File: src/sv/bfl_pkg.sv
// Shared constants, types and the helper function of the reachability query block.
package bfl_pkg;

  localparam int VERTEX_COUNT = 1024;
  localparam int LABEL_WORDS  = 8;

  localparam int VA_W   = $clog2(VERTEX_COUNT);
  localparam int WSEL_W = (LABEL_WORDS > 1) ? $clog2(LABEL_WORDS) : 1;
  localparam int WORD_W = 32;
  localparam int MARK_W = 11;
  // Sum of 27 weights, each below LABEL_WORDS (at most 7).
  localparam int SUM_W  = 11;

  typedef enum logic [1:0] {
    FUNC_REC   = 2'd0,
    FUNC_OUT   = 2'd1,
    FUNC_IN    = 2'd2,
    FUNC_QUERY = 2'd3
  } func_t;

  typedef struct packed {
    logic [MARK_W-1:0] start_mark;
    logic [MARK_W-1:0] end_mark;
    logic              root;
    logic              leaf;
  } rec_t;

  typedef logic [LABEL_WORDS-1:0][WORD_W-1:0] label_row_t;

  typedef struct packed {
    logic              valid;
    logic              same;
    logic              below;
    logic              in_range;
    logic              end_lt;
    logic              start_le;
    logic              leaf;
    logic              root;
    logic              out_ok;
    logic              in_ok;
    logic [WSEL_W-1:0] leaf_sel;
    logic [4:0]        leaf_bit;
    logic [WSEL_W-1:0] root_sel;
    logic [4:0]        root_bit;
  } eval_t;

  // Word number of a bit index: (x) mod LABEL_WORDS, where x = index >> 5.
  // Non power-of-two counts: sum of per-bit weights (2^i mod LABEL_WORDS),
  // then five conditional subtracts (sum stays below 27 * LABEL_WORDS).
  function automatic logic [WSEL_W-1:0] word_mod(input logic [26:0] x);
    logic [SUM_W-1:0] s;
    int               w;
    s = '0;
    w = 1;
    if ((LABEL_WORDS & (LABEL_WORDS - 1)) == 0) begin
      s = SUM_W'(x & 27'(LABEL_WORDS - 1));
    end else begin
      for (int i = 0; i < 27; i++) begin
        if (x[i]) s = s + SUM_W'(w);
        w = w * 2;
        if (w >= LABEL_WORDS) w = w - LABEL_WORDS;
      end
      for (int k = 4; k >= 0; k--) begin
        if (s >= SUM_W'(LABEL_WORDS << k)) s = s - SUM_W'(LABEL_WORDS << k);
      end
    end
    return WSEL_W'(s);
  endfunction

endpackage

File: src/sv/bfl_eval.sv
// Compare stage: order and interval tests, word-wise subset tests, bit-index decode.
module bfl_eval import bfl_pkg::*; (
  input  logic       clk,
  input  logic       rst,
  input  logic       en,
  input  logic       s1_valid,
  input  logic [9:0] src,
  input  logic [9:0] dst,
  input  rec_t       rec_src,
  input  rec_t       rec_dst,
  input  label_row_t so,
  input  label_row_t to,
  input  label_row_t si,
  input  label_row_t ti,
  output eval_t      s2,
  output label_row_t s2_so,
  output label_row_t s2_ti
);

  eval_t s2_next;
  logic  out_ok;
  logic  in_ok;

  always_comb begin
    out_ok = 1'b1;
    in_ok  = 1'b1;
    for (int w = 0; w < LABEL_WORDS; w++) begin
      if ((so[w] & to[w]) != to[w]) out_ok = 1'b0;
      if ((si[w] & ti[w]) != si[w]) in_ok  = 1'b0;
    end
  end

  always_comb begin
    s2_next.valid    = s1_valid;
    s2_next.same     = (src == dst);
    s2_next.below    = (src < dst);
    s2_next.in_range = (32'(src) < VERTEX_COUNT) && (32'(dst) < VERTEX_COUNT);
    s2_next.end_lt   = (rec_src.end_mark < rec_dst.end_mark);
    s2_next.start_le = (rec_src.start_mark <= rec_dst.start_mark);
    s2_next.leaf     = rec_dst.leaf;
    s2_next.root     = rec_src.root;
    s2_next.out_ok   = out_ok;
    s2_next.in_ok    = in_ok;
    s2_next.leaf_sel = word_mod(to[0][31:5]);
    s2_next.leaf_bit = to[0][4:0];
    s2_next.root_sel = word_mod(si[0][31:5]);
    s2_next.root_bit = si[0][4:0];
  end

  always_ff @(posedge clk) begin
    if (rst) begin
      s2 <= '0;
    end else if (en) begin
      s2 <= s2_next;
    end
  end

  // word payload for the bit-index tests
  always_ff @(posedge clk) begin
    if (en) begin
      s2_so <= so;
      s2_ti <= ti;
    end
  end

endmodule

File: config.mk
export PLATFORM = sky130hd
export DESIGN_NAME = bfl_eval
export DESIGN_NICKNAME = d
export VERILOG_FILES = /design/src/sv/bfl_pkg.sv /design/src/sv/bfl_eval.sv
export SDC_FILE = /design/constraint.sdc
export NUM_CORES = 1
export LEC_CHECK = 0
export ABC_AREA = 1
export ABC_CLOCK_PERIOD_IN_PS = 2100
export BUFFER_PORTS_ARGS = -buffer_cell sky130_fd_sc_hd__buf_4
export CAP_MARGIN = 5
export CORE_AREA = 2 2 634 636
export DETAILED_ROUTE_END_ITERATION = 8
export DIE_AREA = 0 0 636 638
export PLACE_DENSITY = 0.3
export SYNTH_ARGS = -nofsm -noshare
export SYNTH_HDL_FRONTEND = slang
export SYNTH_SLANG_ARGS = --single-unit
File: constraint.sdc
create_clock -name clk -period 2.1 [get_ports clk]
set_input_delay 0.315 -clock clk [delete_from_list [all_inputs] [get_ports clk]]
set_output_delay 0.315 -clock clk [all_outputs]
set_load 0.005 [all_outputs]
==> results.md <==
* Status: complete, no violations
* Avg Inst Size Synth at 10.9 um^2
* Worst Path Arrival at 2.73 ns
* Die H at 638 um
* Rel. slew slack at 0.597
* Final Cycle Share at 0.970
* Total Wirelength at 280,000 um
* Worst-path fanout max at 1
* Clock root buffer: clkbuf_16
* TNS Setup at 0 ns
* Die Wd at 636 um
* RSZ-0062 raised after global routing: false
* First-pass GRT wire length at 335,000 um
* Placed Cells at 9,002
* Crit. End Element: flop
* Global route hottest layer: met2
* Initial antenna violation count at 235
* Remaining DRCs at 0
* Most common cell after layout, fill and taps aside: buf_4
* Static leakage at 22.0 nW
* Grt met3 use at 0.0548
* Worst-skew pair later-pin latency at 0.76 ns
* Post-CTS Setup Repair Bufs at 0
* Final setup viols at 0
* Startpoint Class: input port
* M1 GR Usage at 0.134
* Mapped cell area at 22,200 um^2
* Final Non-Filler Cells at 9,763
* Synthesized Nets at 3,169
* Hold_ws at 0.0867 ns
* Fin worst setup slack at 0.0628 ns
* Post-route ant nets at 0
* Achievable frequency at 491 MHz
* Final #Nets at 5,494
* Largest net degree at the start of global routing at 84
* Post-synthesis sequential area ratio at 0.715
* Req. time, crit path at 2.79 ns
* Buffers on Ports at 1,631
* Worst Clk Skew at 0 ns
* CTS Sinks at 538
* DR iter-0 viols at 1,564
* Fin. Hold Viols at 0
* Max Cap Viol at 0
* Clk pin slew, worst setup/hold paths at 0.05 ns
* Commonest non-fill, non-tap cells in the layout: buf_4, inv_1, dlygate4sd3_1
* Max Root-Sink Buffers at 4
* Yosys reg bits at 538
* Pwr/cell area at 678 nW/um^2
* Layout cells sized above 1 at 0.414
* Num rows at 232
* GR Util All Layers at 0.132
* HP Class: in -> reg
* CTS tree: built
* Max VDD drop at 0.559 mV
* Post-Synthesis Cells at 2,042
* Pre-CTS setup slack at -0.557 ns
* Leading post-synthesis cells by cell area: edfxtp_1, inv_1, nand2_1, nor2_1, o21ai_0
* Starting Density at 0.0558
* I/O pin cnt at 1,634
* GRT Residual Overflow at 0
* Area share of the largest cell type after synthesis at 0.691
* CP Class: in -> reg
* Slew of the pin with the lowest slew margin at 0.604 ns
* Max Slew Vio Count at 0
* Core ar. at 399,000 um^2
* DRT Pass-1 Iters at 5
* Vias in the first global route at 25.8k
* Detailed placement HPWL at 255,000 um
* Synth cell types at 25
* Fin area at 50,000 um^2
* Die area at 406,000 um^2
* CTS Buf Count at 85
* H-Tree Depth at 3
* Layout Area Growth over Synthesis at 125%
* Gpl congestion at 0.936
* WL/cell at 28.6 um
* YS warnings at 0
* Vias per cell at 2.60
* Dpl cell area at 41,800 um^2
* GRT met2 Usage at 0.254
* Cell taking the most area after synthesis: edfxtp_1
* Via count at 25.4k
* Crit path time final at 2.04 ns
-- power by group --
group / internal [mW] / switching, mW / total [mW]
Combinational: 3.38 / 3.36 / 6.74
Sequential: 12.7 / 0.291 / 13.0
Clock: 8.14 / 6.09 / 14.2
Total: 24.2 / 9.74 / 33.9
-- stage by stage --
stage                     utilization  power, mW
after floorplan                     -       13.9
after global placement          0.105       19.1
final                           0.126       33.9
after CTS                       0.125       35.0
after detailed placement        0.105       19.1
after global routing            0.125       35.5
-- Yosys cell counts (all sizes together) --
library cell	instances
inv	551
edfxtp	512
nand2	509
nor2	180
o21ai	106
nand4	48
ha	31
dfxtp	26
a21oi	22
o22ai	21
nand3	7
or2	6
clkbuf	5
nor3	5
a211oi	3
o2111ai	3
buf	2
o211ai	2
a31oi	1
nand3b	1
nor4	1
-- critical path: stages --
cell and delay (ns):
dlygate4sd3_1 0.55, buf_4 0.14, ha_1 0.18, dlygate4sd3_1 0.55, a211oi_1 0.21, dlygate4sd3_1 0.57
nand4_1 0.08, a21oi_1 0.13
-- flip-flops by register name, indices dropped and copies added (netlist names) --
signal / flops
s2: 26
s2_ti: 256
s2_so: 256
-- per-layer routing --
metal  wire, um  part of all wire
met1      98100              0.35
met2     150000              0.54
met3      25200             0.090
met4       5840             0.021
met5        736            0.0026
-- cells by family (layout without fill, tap and decap cells) --
logic type | Yosys count | after routing | share of synthesized area
other | 0 | 69 | 0
AND/OR/NAND/NOR | 757 | 757 | 0.135
buffers and inverters | 558 | 2945 | 0.0946
AO/OA/AOI/OAI | 158 | 158 | 0.0382
adder cells (fa/ha/maj) | 31 | 31 | 0.0174
flip-flops | 538 | 538 | 0.715
-- cell type report --
type / instances / area (um^2)
Fill cell: 45703 / 349000
Timing Repair Buffer: 2245 / 18500
Sequential cell: 538 / 15900
Tap cell: 5265 / 6590
Multi-Input combinational cell: 946 / 4250
Clock buffer: 98 / 2220
Inverter: 551 / 2070
Clock inverter: 51 / 389
Antenna cell: 69 / 173
-- final timing paths --
path / startpoint / endpoint / slack, ns / cells after the start
max: rec_src[12] / s2[21] / 0.06 / 8
min: to[6] / s2[14] / 0.09 / 4
max reg2reg: s2[0] / s2[0] / 0.94 / 3
min reg2reg: s2[21] / s2[21] / 0.47 / 2
-- what timing repair did --
action                                  4_1_cts  5_1_grt
resized for setup                             0        6
hold buffers                                543        0
endpoints found under the hold margin       537        0
endpoints found under the setup margin        0        2
Note: power is estimated with default switching activity, not from simulation.
